[src/design/assert_macros.svh]
`ifndef ASSERT_MACROS_SVH
`define ASSERT_MACROS_SVH

// Concurrent checks sampled on clk, off while arst_n is low.
`define SHCB_ASSERT(label, prop, msg) \
	label: assert property (@(posedge clk) disable iff (!arst_n) (prop)) \
		else $error(msg);

`define SHCB_ASSERT_IMP(label, ante, cons, msg) \
	label: assert property (@(posedge clk) disable iff (!arst_n) (ante) |-> (cons)) \
		else $error(msg);

`endif

[src/design/shcb_pkg.sv]
`default_nettype none

package shcb_pkg;

	localparam int unsigned TABLE_DEPTH_DEF   = 16384;
	localparam int unsigned MAX_RUN_DEF       = 64;
	localparam int unsigned SAMPLE_COUNT_DEF  = 24;
	localparam int unsigned TOKEN_BITS_DEF    = 16;
	localparam int unsigned POSITION_BITS_DEF = 24;

	localparam int unsigned MIN_RUN_W    = 7;
	localparam int unsigned TABLE_SIZE_W = 15;

	localparam logic [MIN_RUN_W-1:0]    MIN_RUN_RST    = 7'd24;
	localparam logic [TABLE_SIZE_W-1:0] TABLE_SIZE_RST = 15'd14051;

	// rotate-xor hash runs on a 31-bit word
	localparam int unsigned HASH_W = 31;

	localparam int unsigned PADDR_W     = 3;
	localparam int unsigned PDATA_W     = 32;
	localparam int unsigned REG_SEL_BIT = 2;

	localparam logic REG_MIN_RUN    = 1'b0;
	localparam logic REG_TABLE_SIZE = 1'b1;

endpackage

`default_nettype wire

[src/design/shcb_win_ram.sv]
`default_nettype none

module shcb_win_ram #(
	parameter int unsigned ADDR_W = $clog2(shcb_pkg::MAX_RUN_DEF),
	parameter int unsigned DATA_W = shcb_pkg::TOKEN_BITS_DEF + 1
) (
	input  logic              clk,
	input  logic              we,
	input  logic [ADDR_W-1:0] waddr,
	input  logic [DATA_W-1:0] wdata,
	input  logic              re,
	input  logic [ADDR_W-1:0] raddr,
	output logic [DATA_W-1:0] rdata
);

	logic [DATA_W-1:0] mem_q [1 << ADDR_W];

	always_ff @(posedge clk) begin
		if (we) begin
			mem_q[waddr] <= wdata;
		end
		if (re) begin
			rdata <= mem_q[raddr];
		end
	end

endmodule

`default_nettype wire

[config.mk]
export PLATFORM = sky130hd
export DESIGN_NAME = shcb_win_ram
export DESIGN_NICKNAME = d
export VERILOG_FILES = /design/src/design/assert_macros.svh /design/src/design/shcb_pkg.sv /design/src/design/shcb_win_ram.sv
export SDC_FILE = /design/constraint.sdc
export NUM_CORES = 1
export LEC_CHECK = 0
export BUFFER_PORTS_ARGS = -buffer_cell sky130_fd_sc_hd__buf_2
export CORE_MARGIN = 2
export CORE_UTILIZATION = 64
export DETAILED_ROUTE_END_ITERATION = 8
export PLACE_DENSITY = 0.9
export SLEW_MARGIN = 10
export SYNTH_ARGS = -nofsm -noshare
export SYNTH_HDL_FRONTEND = slang
export SYNTH_SLANG_ARGS = --single-unit
[constraint.sdc]
create_clock -name clk -period 6.6 [get_ports clk]
set_clock_uncertainty 0.1 [all_clocks]
set_input_delay 0.66 -clock clk [delete_from_list [all_inputs] [get_ports clk]]
set_output_delay 0.66 -clock clk [all_outputs]
set_load 0.01 [all_outputs]
==> out/metrics.yaml <==
status:
  status: "completed"
clock_network:
  cts_tree: "built"
  cts.repair_timing.setup_buffer_count: 0
  root_buffer: "sky130_fd_sc_hd__clkbuf_16"
  clk-insertion-delay-late_ns: 0.68
  holdBufCountCts: 0
  tritoncts.num_buffers: 100
  clock_transition_at_path_regs_ns: 0.06
  clock_tree.htree_level_count: 3
  tritoncts_num_sinks: 1105
  post_cts_resize_count: 0
  cts-root-to-sink-buffers: 3
yosys:
  synth_area_per_cell_um2: 21.8
  most_frequent_cell_after_synthesis: "sky130_fd_sc_hd__edfxtp_1"
  synth-warning-count: 0
  syn_inst: 1953
  yosys.area.top_type: "sky130_fd_sc_hd__edfxtp_1"
  synth.lib_cells_used.distinct: 37
  synth_area_leaders: "sky130_fd_sc_hd__edfxtp_1, sky130_fd_sc_hd__mux4_2, sky130_fd_sc_hd__mux2i_1"
  seq_area_frac_synth_pct: 78.0
  postSynth.asyncResetShare_pct: 0
  mappedNetlistNets: 1985
  synth.cell_area_um2: 42500
  yosys_most_used_dff: "sky130_fd_sc_hd__edfxtp_1"
  post-synth-top-area-fraction_pct: 78.0
  yosys_register_bits: 1105
  synth_commonest_cells: "sky130_fd_sc_hd__edfxtp_1, sky130_fd_sc_hd__mux4_2, sky130_fd_sc_hd__mux2i_1"
  synth_edf_count: 1105
detailed_routing:
  final_antenna_net_count: 0
  detail_route.drc_violations: 0
  route.vias.total: 21900
  via_density_per_instance: 7.28
  drt-pass1-iter-count: 7
  detail_route.wl_per_cell_um: 35.6
  drt_first_iter_violations: 4227
  totalWireLength_um: 107000
power:
  power_frac_clock_pct: 39.3
  max_rail_drop_vdd_mv: 0.212
  power_switching_mw: 2.99
  power_switching_share_pct: 21.3
  p_int_mw: 11.1
  pwr-share-seq_pct: 55.6
  leakagePower_nw: 14.9
  power.density_cell_area_nw_per_um2: 300
  power.combinational.fraction_pct: 5.1
setup_path:
  critPathRequiredTime_ns: 6.87
  crit_path_end_kind: "flip-flop"
  cp_arrival_ns: 3.99
  critPathMaxFanout: 83
  path_class: "primary input to flip-flop"
  critPathLaunchType: "primary input"
global_route:
  via_count_of_the_first_global_routing_pass: 22200
  groute.layer.met2.usage_pct: 51.0
  pin_count_of_the_biggest_net_entering_global_routing: 106
  grt_pass1_wl_um: 153000
  grt_overflow_total: 0
  groute.usage.overall_pct: 32.0
  globalRoute.busiestLayer: "met2"
  grt_use_met1_pct: 43.0
  grtUsageMet3_pct: 7.92
  grt_antenna_before_repair: 6
final_layout:
  finalCoreUtilization_pct: 71.3
  layout-drive-gt1-share_pct: 23.7
  fillerInstances: 3409
  layoutNonFillerInstCount: 3008
  fin_nets: 2098
  area.growth.synth_to_final_pct: 10.3
timing:
  whs_ns: 0.451
  timing.final.hold_violations: 0
  fin_tns_setup_ns: 0
  timing.slew.headroom_pct: 10.2
  period_share_pct: 56.3
  finalSetupViolations: 0
  upper_clock_frequency_limit_mhz: 269
  final_period_minus_worst_setup_slack_ns: 3.72
  report.final.slew_viol_count: 0
  worstMarginPinSlew_ns: 1.35
  rsz0062_at_grt: "false"
flow_run:
  cap_viol_max_count: 0
placed_design:
  place.gp.congestion: 0.856
  post-place-cells: 2828
  dp.final_hpwl_um: 57900
  place.port_buffers: 48
floorplan:
  die_width_um: 262
  starting_density_of_the_core_pct: 64.7
  die_h_um: 262
  fp.coreArea_um2: 65700
  die_area_um2: 68500
  floorplan.io_pins: 49
  rows: 94
worst_hold_path:
  timing.hold.worst.class: "primary input to flip-flop"
final timing paths:
kind                      start   endpoint  slack [ns]  depth (start not counted)
setup reg to reg   mem_q[42][1]   rdata[1]        4.04                          5
setup / recovery       raddr[1]   rdata[1]        2.88                          6
hold reg to reg   mem_q[40][11]  rdata[11]        0.89                          4
hold / removal               re   rdata[2]        0.45                          1
metal layers:
metal | wire length, um | vias up
met5 | 37 | -
met4 | 5270 | 6
met3 | 14600 | 378
met2 | 52200 | 2001
met1 | 35100 | 11100
li1 | - | 8448
final cells by class:
cell class                 count  area, um2  share of cell area [%]
timing repair buffer         124        891                    1.90
multi-input combinational    734       8660                    18.5
tap                          864       1080                    2.31
antenna                        3       7.51                  0.0160
clock buffer                 119       2590                    5.54
sequential                  1105      33200                    70.8
inverter                       1       3.75                 0.00801
clock inverter                58        457                   0.974
sequential cells by signal, indices dropped and copies added, names as in the netlist:
name   count
rdata     17
mem_q   1088
critical path, cell delays in order:
cell                       delay [ns]
sky130_fd_sc_hd__buf_4           0.62
sky130_fd_sc_hd__buf_12          0.53
sky130_fd_sc_hd__and2_2          0.79
sky130_fd_sc_hd__a22oi_1         0.21
sky130_fd_sc_hd__a311oi_1        0.86
sky130_fd_sc_hd__nor4_1          0.20
power groups by stage:
stage | Sequential [mW] | Clock (mW) | Combinational, mW
global route | 7.81 | 5.77 | 0.743
floorplan | 7.95 | 0 | 0.395
detailed placement | 7.96 | 0 | 0.685
finish | 7.81 | 5.52 | 0.718
CTS | 7.81 | 5.54 | 0.701
global placement | 7.95 | 0 | 0.653
stage by stage:
stage / total power, mW / instance area, um2 / worst slack, ns
after global placement: 8.61 / 43800 / 2.11
after detailed placement: 8.64 / 43800 / 2.35
after CTS: 14.0 / 46800 / 2.97
final: 14.0 / 46900 / 2.88
after floorplan: 8.34 / 42500 / 3.73
after global routing: 14.3 / 46900 / 2.86
placed cells by master (no fill, tap or decap), types with 15 or more instances in the layout:
cell and count:
sky130_fd_sc_hd__a211oi_1 23, sky130_fd_sc_hd__clkinv_1 22, sky130_fd_sc_hd__clkbuf_1 18, sky130_fd_sc_hd__clkbuf_16 101
sky130_fd_sc_hd__nand3_1 17, sky130_fd_sc_hd__mux2i_1 128, sky130_fd_sc_hd__buf_2 37, sky130_fd_sc_hd__mux4_2 216
sky130_fd_sc_hd__nor2_1 92, sky130_fd_sc_hd__edfxtp_1 1105, sky130_fd_sc_hd__nor2b_1 22, sky130_fd_sc_hd__buf_4 82
sky130_fd_sc_hd__a221oi_1 43, sky130_fd_sc_hd__clkinv_2 22, sky130_fd_sc_hd__nand2_1 25, sky130_fd_sc_hd__a22oi_1 63
sky130_fd_sc_hd__and3_1 15
cells by family after synthesis:
kind of cell    Yosys count  synth area share, %
flops                  1105                 78.0
mux                     356                 14.8
simple gates            213                 2.42
compound gates          165                 3.08
buf+inv                 114                 1.67
(Power assumes the default switching activity.)
