**src/design/assert_macros.svh**
```systemverilog
`ifndef ASSERT_MACROS_SVH
`define ASSERT_MACROS_SVH

// Concurrent checks sampled on clk, off while arst_n is low.
`define SHCB_ASSERT(label, prop, msg) \
	label: assert property (@(posedge clk) disable iff (!arst_n) (prop)) \
		else $error(msg);

`define SHCB_ASSERT_IMP(label, ante, cons, msg) \
	label: assert property (@(posedge clk) disable iff (!arst_n) (ante) |-> (cons)) \
		else $error(msg);

`endif

```
**src/design/shcb_pkg.sv**
```systemverilog
`default_nettype none

package shcb_pkg;

	localparam int unsigned TABLE_DEPTH_DEF   = 16384;
	localparam int unsigned MAX_RUN_DEF       = 64;
	localparam int unsigned SAMPLE_COUNT_DEF  = 24;
	localparam int unsigned TOKEN_BITS_DEF    = 16;
	localparam int unsigned POSITION_BITS_DEF = 24;

	localparam int unsigned MIN_RUN_W    = 7;
	localparam int unsigned TABLE_SIZE_W = 15;

	localparam logic [MIN_RUN_W-1:0]    MIN_RUN_RST    = 7'd24;
	localparam logic [TABLE_SIZE_W-1:0] TABLE_SIZE_RST = 15'd14051;

	// rotate-xor hash runs on a 31-bit word
	localparam int unsigned HASH_W = 31;

	localparam int unsigned PADDR_W     = 3;
	localparam int unsigned PDATA_W     = 32;
	localparam int unsigned REG_SEL_BIT = 2;

	localparam logic REG_MIN_RUN    = 1'b0;
	localparam logic REG_TABLE_SIZE = 1'b1;

endpackage

`default_nettype wire

```
**src/design/shcb_offsets.sv**
```systemverilog
`default_nettype none

module shcb_offsets #(
	parameter int unsigned MAX_RUN      = shcb_pkg::MAX_RUN_DEF,
	parameter int unsigned SAMPLE_COUNT = shcb_pkg::SAMPLE_COUNT_DEF
) (
	input  logic                                                    clk,
	input  logic                                                    arst_n,
	input  logic                                                    recalc,
	input  logic [$clog2(MAX_RUN+1)-1:0]                            run_len,
	input  logic [(SAMPLE_COUNT > 1 ? $clog2(SAMPLE_COUNT) : 1)-1:0] rd_idx,
	output logic [$clog2(MAX_RUN)-1:0]                              offset,
	output logic                                                    busy
);

	localparam int unsigned RNW        = $clog2(MAX_RUN + 1);
	localparam int unsigned OW         = $clog2(MAX_RUN);
	localparam int unsigned KW         = (SAMPLE_COUNT > 1) ? $clog2(SAMPLE_COUNT) : 1;
	localparam int unsigned DEN        = 2 * (SAMPLE_COUNT - 1);
	localparam int unsigned RW         = $clog2(DEN + 2 * (MAX_RUN - 1) + 1);
	localparam bit          ONE_SAMPLE = (SAMPLE_COUNT == 1);

	logic              busy_q;
	logic [KW-1:0]     k_q;
	logic [RW-1:0]     r_q;
	logic [OW-1:0]     off_q;
	logic [RW-1:0]     inc;
	logic              store;
	logic [OW-1:0]     offs_q [SAMPLE_COUNT];

	// offset n = floor((2n(m-1) + S-1) / 2(S-1)), walked by repeated subtraction
	assign inc   = RW'(run_len - RNW'(1)) << 1;
	assign store = busy_q && (ONE_SAMPLE || (r_q < RW'(DEN)));

	always_ff @(posedge clk or negedge arst_n) begin
		if (!arst_n) begin
			busy_q <= 1'b1;
			k_q    <= '0;
			r_q    <= RW'(SAMPLE_COUNT - 1);
			off_q  <= '0;
		end else if (recalc) begin
			busy_q <= 1'b1;
			k_q    <= '0;
			r_q    <= RW'(SAMPLE_COUNT - 1);
			off_q  <= '0;
		end else if (busy_q) begin
			if (ONE_SAMPLE) begin
				busy_q <= 1'b0;
			end else if (r_q >= RW'(DEN)) begin
				r_q   <= r_q - RW'(DEN);
				off_q <= off_q + 1'b1;
			end else begin
				r_q <= r_q + inc;
				if (k_q == KW'(SAMPLE_COUNT - 1)) begin
					busy_q <= 1'b0;
				end else begin
					k_q <= k_q + 1'b1;
				end
			end
		end
	end

	always_ff @(posedge clk) begin
		if (store) begin
			offs_q[k_q] <= off_q;
		end
	end

	assign offset = offs_q[rd_idx];
	assign busy   = busy_q;

endmodule

`default_nettype wire

```
**config.mk**
```make
export PLATFORM = sky130hd
export DESIGN_NAME = shcb_offsets
export DESIGN_NICKNAME = d
export VERILOG_FILES = /design/src/design/assert_macros.svh /design/src/design/shcb_pkg.sv /design/src/design/shcb_offsets.sv
export SDC_FILE = /design/constraint.sdc
export NUM_CORES = 1
export LEC_CHECK = 0
export ABC_CLOCK_PERIOD_IN_PS = 2300
export BUFFER_PORTS_ARGS = -buffer_cell sky130_fd_sc_hd__buf_4
export CAP_MARGIN = 15
export CORE_MARGIN = 2
export CORE_UTILIZATION = 30
export DETAILED_ROUTE_END_ITERATION = 10
export PLACE_DENSITY = 0.42
export SYNTH_ARGS = -nofsm -noshare
export SYNTH_HDL_FRONTEND = slang
export SYNTH_SLANG_ARGS = --single-unit
```
**constraint.sdc**
```tcl
create_clock -name clk -period 2.3 [get_ports clk]
set_input_delay 0.23 -clock clk [delete_from_list [all_inputs] [get_ports clk]]
set_output_delay 0.23 -clock clk [all_outputs]
set_load 0.01 [all_outputs]
```
==> flow_summary.ini <==
[status]
status = finished clean

[global_route]
grt_antenna_before_repair = 0
first_global_vias = 4212
track_usage_pct = 13.1
grt_max_degree = 26
gr-total-overflow = 0
grt_pass1_wl_mm = 25.1

[worst_setup_path]
start_kind = register
cp-end-kind = output port
worstPathArrival_ns = 1.97
worst-setup-path-type = register to output port
cp.required_ns = 2.07
path_max_fanout = 1

[timing]
slew_viol_final = 0
post-route-period-util_pct = 95.7
hold_viol = 0
fmax_ghz = 0.454
slew_headroom_pct = 52.8
fin_skew_ns = 0.0119
rsz0062_at_grt = no
tightest_slew_ns = 0.707
fin_crit_ns = 2.20
holdWs_ns = 0.157
setup_viol = 0

[clocking]
clk_latency_ns = 0.42
cts_tree = done
clockBufferDepth = 2
htreeDepth = 4
cts_resized = 0
clockRootBuffer = clkbuf_16
post_cts_buffers = 0
clock_sinks = 163
cts-buffers-inserted = 17
clkTransAtPathRegs_ns = 0.07

[pwr]
vdd_ir_drop_max_mv = 0.441
p_leak_nw = 3.10
p_per_area_nw_per_um2 = 962

[drt]
ant_nets = 0
drc = 0
firstDrtPassIters = 4
drtIter0Drc = 332
wl_mm = 16.1
vias_per_cell = 4.80
wl_per_cell_microns = 18.4
num_vias = 4191

[synthesis]
synth_ff_type = edfxtp_1
syn_area_sq_um = 7250
yosysMostFrequentCell = edfxtp_1
seq_area_frac_synth_pct = 66.3
ys_ff_latch = 163
yosys_warnings = 0
async_flop_share_pct = 11.7
synth_edf_count = 144
ys_types = 62
post_synth_most_frequent_cells = edfxtp_1 (144), nor2_1 (42), nand2_1 (32)
synthCells = 467
syn_nets = 496
yosysTopAreaCell = edfxtp_1
synth.avg_cell_area_sq_um = 15.5
synth_top_area_share_pct = 59.7
ys_top_cells_by_area = edfxtp_1 (60%), mux4_2 (7.5%), dfrtp_1 (5.2%)

[min_path]
hp-class = input pin to register

[final_layout]
nFillCells = 2293
layout-drive-gt1-share_pct = 28.0
antenna_cells = 0
fin_area_sq_um = 8730
syn2layout_area_growth_pct = 20.4
nets = 570

[place]
gp_congestion = 0.732
port_buffers = 21
placed_area_sq_um = 8120
hpwlAfterDp_mm = 11.2

[floorplanning]
num_io_pins = 22
fp.dieH_microns = 159
die_area_sq_um = 25400
placementRows = 56
die_x_microns = 159
initial_core_util_pct = 30.7
core-area_sq_um = 23600

[flow_run]
drv_cap = 0
==> critical path, cell delays in order, from the launching register on <==
cell and delay, ns:
edfxtp_1 0.37, mux4_2 0.49, mux2_2 0.33, nand2_1 0.08, o311ai_1 0.12, buf_4 0.17
==> state kept, by name, summed over array words and instances (netlist names) <==
| name | flops |
|---|---|
| offs_q | 144 |
| r_q | 7 |
| off_q | 6 |
| k_q | 5 |
| busy | 1 |
==> layer usage <==
| layer | track usage, % | vias to the layer above | share of wire, % |
|---|---|---|---|
| met5 | 0 | - | 0 |
| met4 | 2.93 | 0 | 0.80 |
| met3 | 3.00 | 10 | 4.1 |
| met2 | 21.2 | 89 | 48 |
| met1 | 18.0 | 2097 | 47 |
| li1 | - | 1995 | - |
==> cells in the final DEF (no fill, tap or decap), types with 7 or more instances in the layout <==
cell	count
dfrtp_1	15
a21oi_1	14
clkbuf_16	17
mux2i_1	18
mux4_2	24
edfxtp_1	144
nor2_1	41
a22oi_1	12
inv_1	8
a211oi_1	12
ha_1	13
o21ai_0	8
buf_4	71
nand2_1	32
o311ai_1	7
nor2b_1	8
==> power breakdown <==
group	switching (mW)	internal (mW)	total [mW]
clock	1.22	1.64	2.86
sequential	0.223	3.55	3.77
combinational	0.994	0.777	1.77
total	2.43	5.96	8.40
==> cell type report <==
type                    count  area [sq um]  share of cell area, %
inverters                   8          30.0                  0.344
clock buffers              18           429                   4.92
multi-input cells         276          2300                   26.3
clock inverters            14           165                   1.89
well taps                 319           399                   4.57
repair buffers             75           603                   6.91
flip-flops and latches    163          4800                   55.1
==> per-stage QoR <==
step | utilization [%] | setup slack (ns) | TNS, ns | std cells | power [mW]
2_1_floorplan | - | -0.0286 | -0.0286 | 467 | 4.90
3_3_place_gp | 34.4 | -0.238 | -0.238 | 840 | 5.58
3_5_place_dp | 34.4 | -0.270 | -0.270 | 840 | 5.62
4_1_cts | 37.0 | 0.0718 | 0 | 873 | 8.51
5_1_grt | 37.0 | 0.0141 | 0 | 873 | 8.81
6_report | 37.0 | 0.0995 | 0 | 873 | 8.40
==> path summary, 6_finish.rpt <==
check,startpoint,endpoint,slack (ns),cells after the start
max,offs_q[6][3]$_DFFE_PP_,offset[3],0.1,5
max in group asynchronous,arst_n,r_q[4]$_DFFE_PN1N_,1.80,2
min,recalc,r_q[3]$_DFFE_PN0N_,0.16,2
min reg2reg,off_q[5]$_DFFE_PN0P_,off_q[5]$_DFFE_PN0P_,0.56,2
min in group asynchronous,arst_n,r_q[3]$_DFFE_PN0N_,0.23,2
max reg2reg,r_q[3]$_DFFE_PN0N_,offs_q[2][1]$_DFFE_PP_,0.14,5
==> what timing repair did <==
action                                 CTS  global route
hold buffers                             1             0
setup endpoints to repair                0             0
endpoints found under the hold margin   19             0
==> cell families (layout without fill, tap and decap cells) <==
logic type                 Yosys count  in the layout  synth area share [%]
buffers and inverters               28            115                  2.18
muxes                               48             48                  10.9
and+or+nand+nor                    124            124                  8.69
adders and majority gates           14             14                  2.52
AOI/OAI and AO/OA                   79             79                  7.91
DFF                                163            163                  66.3
xor gates and xnor gates            11             11                  1.52
No activity file was read; power rests on OpenSTA's default activity.
