<file path="config.mk">
export PLATFORM = sky130hd
export DESIGN_NAME = shcb_mod
export DESIGN_NICKNAME = d
export VERILOG_FILES = /design/src/design/assert_macros.svh /design/src/design/shcb_pkg.sv /design/src/design/shcb_mod.sv
export SDC_FILE = /design/constraint.sdc
export NUM_CORES = 1
export LEC_CHECK = 0
export BUFFER_PORTS_ARGS = -buffer_cell sky130_fd_sc_hd__buf_2
export CAP_MARGIN = 25
export CORE_ASPECT_RATIO = 1.25
export CORE_MARGIN = 2
export CORE_UTILIZATION = 40
export CTS_CLUSTER_DIAMETER = 50
export DETAILED_ROUTE_END_ITERATION = 10
export PLACE_DENSITY = 0.71
export SETUP_SLACK_MARGIN = 0.2
export SLEW_MARGIN = 30
export SYNTH_ARGS = -nofsm -noshare
export SYNTH_HDL_FRONTEND = slang
export SYNTH_SLANG_ARGS = --single-unit
</file>
<file path="constraint.sdc">
create_clock -name clk -period 7.2 [get_ports clk]
set_input_delay 0.72 -clock clk [delete_from_list [all_inputs] [get_ports clk]]
set_output_delay 0.72 -clock clk [all_outputs]
set_load 0.005 [all_outputs]
</file>
<file path="src/design/assert_macros.svh">
`ifndef ASSERT_MACROS_SVH
`define ASSERT_MACROS_SVH

// Concurrent checks sampled on clk, off while arst_n is low.
`define SHCB_ASSERT(label, prop, msg) \
	label: assert property (@(posedge clk) disable iff (!arst_n) (prop)) \
		else $error(msg);

`define SHCB_ASSERT_IMP(label, ante, cons, msg) \
	label: assert property (@(posedge clk) disable iff (!arst_n) (ante) |-> (cons)) \
		else $error(msg);

`endif

</file>
<file path="src/design/shcb_pkg.sv">
`default_nettype none

package shcb_pkg;

	localparam int unsigned TABLE_DEPTH_DEF   = 16384;
	localparam int unsigned MAX_RUN_DEF       = 64;
	localparam int unsigned SAMPLE_COUNT_DEF  = 24;
	localparam int unsigned TOKEN_BITS_DEF    = 16;
	localparam int unsigned POSITION_BITS_DEF = 24;

	localparam int unsigned MIN_RUN_W    = 7;
	localparam int unsigned TABLE_SIZE_W = 15;

	localparam logic [MIN_RUN_W-1:0]    MIN_RUN_RST    = 7'd24;
	localparam logic [TABLE_SIZE_W-1:0] TABLE_SIZE_RST = 15'd14051;

	// rotate-xor hash runs on a 31-bit word
	localparam int unsigned HASH_W = 31;

	localparam int unsigned PADDR_W     = 3;
	localparam int unsigned PDATA_W     = 32;
	localparam int unsigned REG_SEL_BIT = 2;

	localparam logic REG_MIN_RUN    = 1'b0;
	localparam logic REG_TABLE_SIZE = 1'b1;

endpackage

`default_nettype wire

</file>
<file path="src/design/shcb_mod.sv">
`default_nettype none

module shcb_mod #(
	parameter int unsigned TABLE_DEPTH = shcb_pkg::TABLE_DEPTH_DEF
) (
	input  logic                               clk,
	input  logic                               arst_n,
	input  logic                               start,
	input  logic [shcb_pkg::HASH_W-1:0]        dividend,
	input  logic [$clog2(TABLE_DEPTH+1)-1:0]   divisor,
	output logic [$clog2(TABLE_DEPTH)-1:0]     rem,
	output logic                               done
);

	import shcb_pkg::*;

	localparam int unsigned MW  = $clog2(TABLE_DEPTH + 1);
	localparam int unsigned TIW = $clog2(TABLE_DEPTH);
	localparam int unsigned CW  = $clog2(HASH_W);

	logic              busy_q;
	logic              done_q;
	logic [CW-1:0]     cnt_q;
	logic [HASH_W-1:0] dvd_q;
	logic [MW-1:0]     div_q;
	logic [MW-1:0]     rem_q;
	logic [MW:0]       trial;
	logic [MW:0]       diff;
	logic [MW-1:0]     rem_nx;

	// restoring remainder, one dividend bit per cycle
	assign trial  = {rem_q, dvd_q[HASH_W-1]};
	assign diff   = trial - {1'b0, div_q};
	assign rem_nx = (trial >= {1'b0, div_q}) ? diff[MW-1:0] : trial[MW-1:0];

	always_ff @(posedge clk or negedge arst_n) begin
		if (!arst_n) begin
			busy_q <= 1'b0;
			done_q <= 1'b0;
			cnt_q  <= '0;
		end else begin
			done_q <= 1'b0;
			if (start) begin
				busy_q <= 1'b1;
				cnt_q  <= '0;
			end else if (busy_q) begin
				cnt_q <= cnt_q + 1'b1;
				if (cnt_q == CW'(HASH_W - 1)) begin
					busy_q <= 1'b0;
					done_q <= 1'b1;
				end
			end
		end
	end

	always_ff @(posedge clk) begin
		if (start) begin
			dvd_q <= dividend;
			div_q <= divisor;
			rem_q <= '0;
		end else if (busy_q) begin
			dvd_q <= dvd_q << 1;
			rem_q <= rem_nx;
		end
	end

	assign rem  = rem_q[TIW-1:0];
	assign done = done_q;

endmodule

`default_nettype wire

</file>
==> results of run 1 <==
Yosys cell counts, types with 4 or more instances:
cell type,count
edfxtp_1,46
mux2_2,30
nor2_1,27
inv_1,23
ha_1,17
nand2_1,16
dfxtp_1,15
buf_4,14
mux2i_1,10
a211oi_1,9
a21o_1,7
dfrtp_1,7
xnor2_1,7
xor2_1,7
a21oi_1,6
clkbuf_1,6
nand4_1,6
o21ai_0,5
o21a_1,4
o21ai_1,4
power by group through the flow:
stage	registers [mW]	logic, mW	clock network, mW
CTS	0.458	0.0925	0.277
global route	0.461	0.103	0.293
floorplan	0.462	0.0652	0
finish	0.457	0.0914	0.267
detailed placement	0.466	0.0921	0
global placement	0.465	0.0894	0
cell type report:
| type | instances | share of cell area, % |
|---|---|---|
| clock buffer | 11 | 3.23 |
| clock inverter | 5 | 0.707 |
| inverter | 23 | 2.12 |
| multi-input combinational | 190 | 36.5 |
| sequential | 68 | 45.6 |
| tap | 120 | 3.69 |
| timing repair buffer | 65 | 8.12 |
cell families (layout without fill, tap and decap cells):
logic type | Yosys count | after routing | share of synthesized area (%)
AOI/OAI and AO/OA | 52 | 52 | 10.3
xor gates and xnor gates | 14 | 14 | 3.42
adders and majority gates | 18 | 18 | 6.48
buffers and inverters | 48 | 104 | 6.90
DFF | 68 | 68 | 51.7
muxes | 42 | 42 | 12.9
and+or+nand+nor | 64 | 64 | 8.23
worst max-delay path by stage:
stage / from / endpoint / depth (start not counted)
6_report: dvd_q[30] / rem_q[0] / 10
5_1_grt: dvd_q[30] / rem_q[0] / 10
4_1_cts: dvd_q[30] / rem_q[0] / 10
3_5_place_dp: dvd_q[30] / rem_q[0] / 10
3_3_place_gp: start / dvd_q[2] / 4
2_1_floorplan: dvd_q[30] / rem_q[9] / 11
worst max-delay path, delay by kind of cell, from the launching register on:
kind / cells / cell delay [ps]
adders and majority gates: 2 / 610
AOI/OAI and AO/OA: 5 / 1320
DFF: 1 / 350
buffers and inverters: 1 / 50
and+or+nand+nor: 2 / 590
layer usage:
| layer | up-vias | GRT usage [%] |
|---|---|---|
| li1 | 1198 | - |
| met1 | 1107 | 18.3 |
| met2 | 59 | 25.0 |
| met3 | 9 | 6.23 |
| met4 | 0 | 6.82 |
| met5 | - | 0 |
sequential cells by signal (all words and copies together) (netlist names):
name / flops
busy_q: 1
cnt_q: 5
div_q: 15
done: 1
dvd_q: 31
rem_q: 15
==> results.cfg, run 1 <==
[outcome]
outcome = completed

[timing]
fin_hold_ws_ps = 196
finalWorstSetupSlack_ps = 4180
fmax_mhz = 331
finClkSkew_ps = 4.14
fin_tns_setup_ps = 0
hold_viol = 0
maxSlewViolCount = 0
setup_viol = 0
finalCriticalPeriod_ps = 3020
worst_pin_slew_ps = 919
fin_crit_sh_pct = 42.0
slew_headroom_pct = 38.7
rsz0062_at_grt = false

[global_route]
grt_usage_pct = 15.6
grt_overflow = 0
grt_pass1_wl_mm = 11.4
grt_pass1_vias = 2478
antenna_found_initial = 0
grt_max_degree = 67

[clock_tree]
cts_tree = built
clk-insertion-delay-late_ps = 350
ctsResizeCount = 0
htreeDepth = 3
clk_pin_slew_ps = 70
cts.sinks = 68
root_buffer = clkbuf_8
cts_buffers = 9
cts_hold_buf = 0
clock_path_buffers = 2
cts_setup_buffers = 0

[placed_design]
dp_cells = 466
io_buffers = 63
gp_congestion = 0.801
dp_hpwl_mm = 4.83
place_area_mm2 = 0.00391
dp_slack_ps = 4200

[detailed_routing]
dr.max_layer_used = met4
viasPerCell = 4.92
met2_length_mm = 3.29
num_vias = 2373
drt_iter0_markers = 134
wirelength_mm = 6.85
drc_errors = 0
wl_met1_mm = 2.94
routed-wl-met3_um = 517
first_pass_iters = 4
wl_per_cell_um = 14.2
antenna_left = 0

[setup_path]
timing.rr.start = dvd_q[30]
cp.arrival_ps = 3270
rrSetupSlack_ps = 4180
cp-end-kind = flop
crit_slowest_cell = a31o_1
r2r-end = rem_q[0]
cp_max_fo = 19
slowest_delay_ps = 520
startpoint_type = flop
crit_type = flop to flop
ff2ff_path_depth = 10
crit_chain = inv_1 -> ha_1 -> fa_1 -> and2b_1 -> o2111ai_2 -> a21oi_2 -> o21bai_1 -> a31o_1 -> or2_0 -> a311oi_1
cp.required_ps = 7450

[logic_synthesis]
synth_cell_types = 49
synth_top_area_cell = edfxtp_1
syn_nets = 373
netlist_top_cells_area = edfxtp_1, mux2_2, dfxtp_1
synthCells = 306
synth-edff-count = 46
post_synth_instance_area_mm2 = 0.00359
ys_async_sr_fraction_pct = 10.3
yosys.area.top_type_share_pct = 38.5
syn-mean-instance-area_um2 = 11.7
yosys_warnings = 0
synth.yosys.seq_area_share_pct = 51.7
ys_ff_latch = 68
ys.flop_type = edfxtp_1

[finish]
antennaDiodeCount = 0
layout.nets = 424
multi_input_comb_area_mm2 = 0.00149
final_cell_mix = buf_2, edfxtp_1, mux2_2
seq_area_mm2 = 0.00186
area_growth_pct = 13.3
utilization_pct = 46.8
final_cells = 482
stdcell_area_mm2 = 0.00407
drive_gt1_share_pct = 31.2
fillers = 808
final_common_cell = buf_2

[die]
rows = 38
pin_count = 64
die_h_um = 110
coreArea_mm2 = 0.00870
initial_core_util_pct = 41.3
fp.dieW_um = 88.7
die-area_mm2 = 0.00975

[power]
power.net_switching_mw = 0.198
power_mw = 0.815
power_frac_comb_pct = 11.2
p_int_mw = 0.618
power_per_cell_area_mw_per_mm2 = 200
switching_share_pct = 24.2
clock_power_share_pct = 32.7
leakage_nw = 1.85
seqPwrFrac_pct = 56.1
peakVddDrop_mv = 0.110

[flow_run]
drv_cap = 0

[min_path]
hp-class = input port to async pin
Power figures use the tool's default switching activity.
==> inputs of run 2 (changes only) <==
clock period = 2.9 ns   (was 7.2 ns; I/O delays follow)
==> run 2 against run 1 <==
Global-route usage shrank 0.91 points; worst hold slack got worse by 71 ps; core utilization is 1.4 points higher; sequential power grew 150%; sequential share of layout area is 1.4 points lower; via count up 1.2%; routed wire length shrank 2.9%; power rose to 2.7 times the previous value; die area did not move; critical path depth is 1 higher; critical path type unchanged.
==> results.cfg, run 2 (same netlist as run 1, synthesis figures left out) <==
[clock_tree]
clock_path_buffers = 2
root_buffer = clkbuf_8
cts_setup_buffers = 0
clk_pin_slew_ps = 80
clk-insertion-delay-late_ps = 340
cts_buffers = 9
cts_tree = built
htreeDepth = 3
cts.sinks = 68

[die]
fp.dieW_um = 88.7
coreArea_mm2 = 0.00870
rows = 38
die_h_um = 110
initial_core_util_pct = 41.3
die-area_mm2 = 0.00975
pin_count = 64

[timing]
fmax_mhz = 390
fin_crit_sh_pct = 88.4
slew_headroom_pct = 49.7
fin_tns_setup_ps = 0
finalCriticalPeriod_ps = 2560
finClkSkew_ps = 9.16
rsz0062_at_grt = false
setup_viol = 0
maxSlewViolCount = 0
worst_pin_slew_ps = 754
hold_viol = 0

[finish]
final_cell_mix = buf_2, edfxtp_1, mux2_2
largest_reg_flops = 31
area_growth_pct = 16.8
layout.nets = 431
final_common_cell = buf_2
top_register = dvd_q
antennaDiodeCount = 0
drive_gt1_share_pct = 33.1
top_regs = dvd_q x31, div_q x15, rem_q x15

[placed_design]
dp_hpwl_mm = 4.77
io_buffers = 63
gp_congestion = 0.841

[setup_path]
cp_max_fo = 12
cp-end-kind = flop
crit_type = flop to flop
startpoint_type = flop
cp.required_ps = 3160
cp.arrival_ps = 2820

[detailed_routing]
drt_iter0_markers = 96
antenna_left = 0
first_pass_iters = 4
num_vias = 2402
drc_errors = 0
wl_per_cell_um = 13.6
viasPerCell = 4.91
wirelength_mm = 6.66

[global_route]
grt_max_degree = 66
antenna_found_initial = 0
grt_pass1_vias = 2432
grt_usage_pct = 14.7
grt_overflow = 0
grt_pass1_wl_mm = 11.0

[power]
peakVddDrop_mv = 0.413
clock_power_share_pct = 39.1
power_mw = 2.24
power_per_cell_area_mw_per_mm2 = 534
switching_share_pct = 23.2
power_frac_comb_pct = 10.2
seqPwrFrac_pct = 50.7
power.net_switching_mw = 0.519
p_int_mw = 1.72
leakage_nw = 1.91

[outcome]
outcome = completed

[flow_run]
drv_cap = 0

[min_path]
hp-class = input port to flop
[run 2: changes by cell type in the layout (fill, tap and decap cells not counted), sizes merged]
| cell | previous run | this run |
|---|---|---|
| bufinv | 0 | 2 |
| inv | 23 | 25 |
| dlygate4sd3 | 0 | 1 |
| clkinvlp | 2 | 1 |
| clkbuf | 11 | 9 |
| clkinv | 3 | 2 |
| buf | 65 | 71 |
[run 2: per-stage QoR]
| step | cells | setup slack [ps] | cell area, µm² | util (%) | hold WS (ps) |
|---|---|---|---|---|---|
| finish | 489 | 337 | 4190 | 48.2 | 125 |
| CTS | 489 | 230 | 4190 | 48.1 | 105 |
| detailed placement | 472 | 149 | 3950 | 45.4 | 137 |
| floorplan | 306 | 399 | 3590 | - | -5.59 |
| global route | 489 | 209 | 4190 | 48.2 | 103 |
| global placement | 472 | 252 | 3950 | 45.4 | 132 |
[run 2: repair_timing]
action,CTS,global route
hold buffers,1,0
endpoints found under the hold margin,7,0
gates resized for setup,1,1
setup endpoints to repair,6,8
pin swaps,0,2
[run 2: final timing paths]
path | from | to | slack, ps | cells after the start
min reg2reg | rem_q[14] | rem_q[14] | 490 | 2
max in group asynchronous | arst_n | cnt_q[0] | 2440 | 2
max reg2reg | dvd_q[30] | rem_q[3] | 340 | 11
max | dvd_q[30] | rem_q[3] | 340 | 11
min in group asynchronous | arst_n | busy_q | 310 | 2
min | divisor[0] | div_q[0] | 120 | 1
[run 2: final cells by class]
cell class | instances | area, µm²
multi-input cells | 190 | 1490
inverters | 23 | 86.3
repair buffers | 72 | 385
well taps | 120 | 150
clock buffers | 9 | 124
clock inverters | 7 | 97.6
fillers | 793 | 4510
flip-flops and latches | 68 | 1860
[run 2: worst max-delay path, stage by stage (launching register included)]
cell and delay (ps):
edfxtp_1 360, inv_1 60, ha_1 220, fa_1 410, and2b_1 240, o2111ai_2 130, a21oi_2 190, o21bai_1 90
a31o_4 290, buf_4 170, mux2i_1 120, a211oi_1 210
[run 2: power by group through the flow]
stage,combinational [mW],sequential [mW],clock [mW]
after global routing,0.255,1.14,0.937
after CTS,0.232,1.14,0.898
final,0.229,1.13,0.874
after global placement,0.221,1.16,0
after detailed placement,0.229,1.16,0
after floorplan,0.162,1.15,0
[run 2: routing by layer]
metal	routed length, µm	track usage, %
met3	486	5.71
met4	127	6.06
met1	2770	17.2
met5	0	0
met2	3270	23.8
==> inputs of run 3 (changes only) <==
CTS_BUF_LIST = sky130_fd_sc_hd__clkbuf_16   (was unset)
GPL_ROUTABILITY_DRIVEN = 0   (was unset)
==> run 3 against run 2 <==
Combinational power about the same; final cell count increased by 0.82%; critical endpoint is now rem_q[2]; critical path depth stayed put; final area up 3.1%; routed wire length increased by 1.9%; first-iteration DRC count is 38% higher; setup slack improved by 15 ps; via count increased by 2.5%.
==> results.cfg, run 3 (same netlist as run 1, synthesis figures left out) <==
[global_route]
grt_usage_pct = 14.8
grt_max_degree = 66
grt_pass1_vias = 2440
grt_overflow = 0
grt_pass1_wl_mm = 11.1
antenna_found_initial = 0

[setup_path]
r2r-end = rem_q[2]
crit_chain = inv_1 -> ha_1 -> fa_1 -> and2b_1 -> o2111ai_2 -> a21oi_2 -> o21bai_1 -> a31o_4 -> buf_4 -> mux2i_1 -> a211oi_1
crit_type = flop to flop
rrSetupSlack_ps = 350
cp_top_family = compound AO/OA/AOI/OAI gates
crit_path_end = rem_q[2]
cp.required_ps = 3140
cp-end-kind = flop
timing.rr.start = dvd_q[30]
crit_slowest_cell = fa_1
ff2ff_path_depth = 11
startpoint_type = flop
cp_max_fo = 12
crit_cells = 11
critPathLaunch = dvd_q[30]
cp.buffers_inverters = 2
slowest_delay_ps = 410
cp.arrival_ps = 2790

[power]
power_per_cell_area_mw_per_mm2 = 589
peakVddDrop_mv = 0.415
leakage_nw = 1.97

[finish]
largest_reg_flops = 31
fillers = 773
top_register = dvd_q
final_cells = 493
layout.nets = 435
area_growth_pct = 20.5
stdcell_area_mm2 = 0.00433
top_regs = dvd_q x31, div_q x15, rem_q x15
antennaDiodeCount = 0
drive_gt1_share_pct = 33.8
final_cell_mix = buf_2, edfxtp_1, mux2_2
final_common_cell = buf_2

[detailed_routing]
antenna_left = 0
first_pass_iters = 4
drc_errors = 0
num_vias = 2461
wl_per_cell_um = 13.8
viasPerCell = 4.99
drt_iter0_markers = 132
wirelength_mm = 6.78

[die]
die_h_um = 110
fp.dieW_um = 88.7
pin_count = 64
coreArea_mm2 = 0.00870
die-area_mm2 = 0.00975
initial_core_util_pct = 41.3
rows = 38

[timing]
fin_crit_sh_pct = 87.9
fin_tns_setup_ps = 0
worst_pin_slew_ps = 763
setup_viol = 0
hold_viol = 0
fmax_mhz = 392
slew_headroom_pct = 49.2
finalCriticalPeriod_ps = 2550
fin_hold_ws_ps = 135
maxSlewViolCount = 0
rsz0062_at_grt = false
finalWorstSetupSlack_ps = 352
finClkSkew_ps = 7.26

[outcome]
outcome = completed

[clock_tree]
root_buffer = clkbuf_16
clk_pin_slew_ps = 60
htreeDepth = 3
cts_buffers = 9
clock_path_buffers = 2
cts.sinks = 68
clk-insertion-delay-late_ps = 330
cts_tree = built

[flow_run]
drv_cap = 0

[placed_design]
dp_slack_ps = 149
io_buffers = 63
dp_cells = 472
place_area_mm2 = 0.00395
dp_hpwl_mm = 4.77

[min_path]
hp-class = input port to flop
==> run 3: metrics by stage <==
step	total power, mW	util [%]
final	2.55	49.7
after global routing	2.64	49.7
after CTS	2.58	49.3
after detailed placement	1.39	45.4
after global placement	1.38	45.4
after floorplan	1.31	-
==> run 3: timing repair <==
| item | CTS | global route |
|---|---|---|
| endpoints found under the hold margin | 7 | 0 |
| setup endpoints to repair | 7 | 10 |
| resized for setup | 1 | 1 |
| hold buffers | 1 | 0 |
| pin swaps | 0 | 2 |
| buffers inserted | 0 | 4 |
==> run 3: metal layers <==
layer,vias up,track usage (%),wire (µm)
met5,-,0,0
li1,1222,-,-
met4,0,7.36,136
met2,66,24.3,3370
met3,13,4.88,464
met1,1160,17.2,2810
==> run 3: worst min path at each step <==
stage	startpoint	to	cells after the start
after floorplan	arst_n	busy_q	0
after global placement	arst_n	cnt_q[4]	1
final	divisor[0]	div_q[0]	1
after detailed placement	arst_n	done	1
after CTS	divisor[1]	div_q[1]	1
after global routing	divisor[0]	div_q[0]	1
==> run 3: power breakdown <==
part           leakage, nW  switching [mW]  total (mW)  internal [mW]
sequential           0.689          0.0243        1.14           1.11
combinational         1.13           0.110       0.230          0.120
clock                0.154           0.424        1.18          0.757
==> run 3: final cells by class <==
| type | instances | area [µm²] | area share (%) |
|---|---|---|---|
| Clock buffer | 9 | 225 | 5.21 |
| Tap cell | 120 | 150 | 3.47 |
| Multi-Input combinational cell | 190 | 1490 | 34.5 |
| Clock inverter | 7 | 97.6 | 2.26 |
| Inverter | 23 | 86.3 | 2.00 |
| Sequential cell | 68 | 1860 | 42.9 |
| Timing Repair Buffer | 76 | 415 | 9.60 |
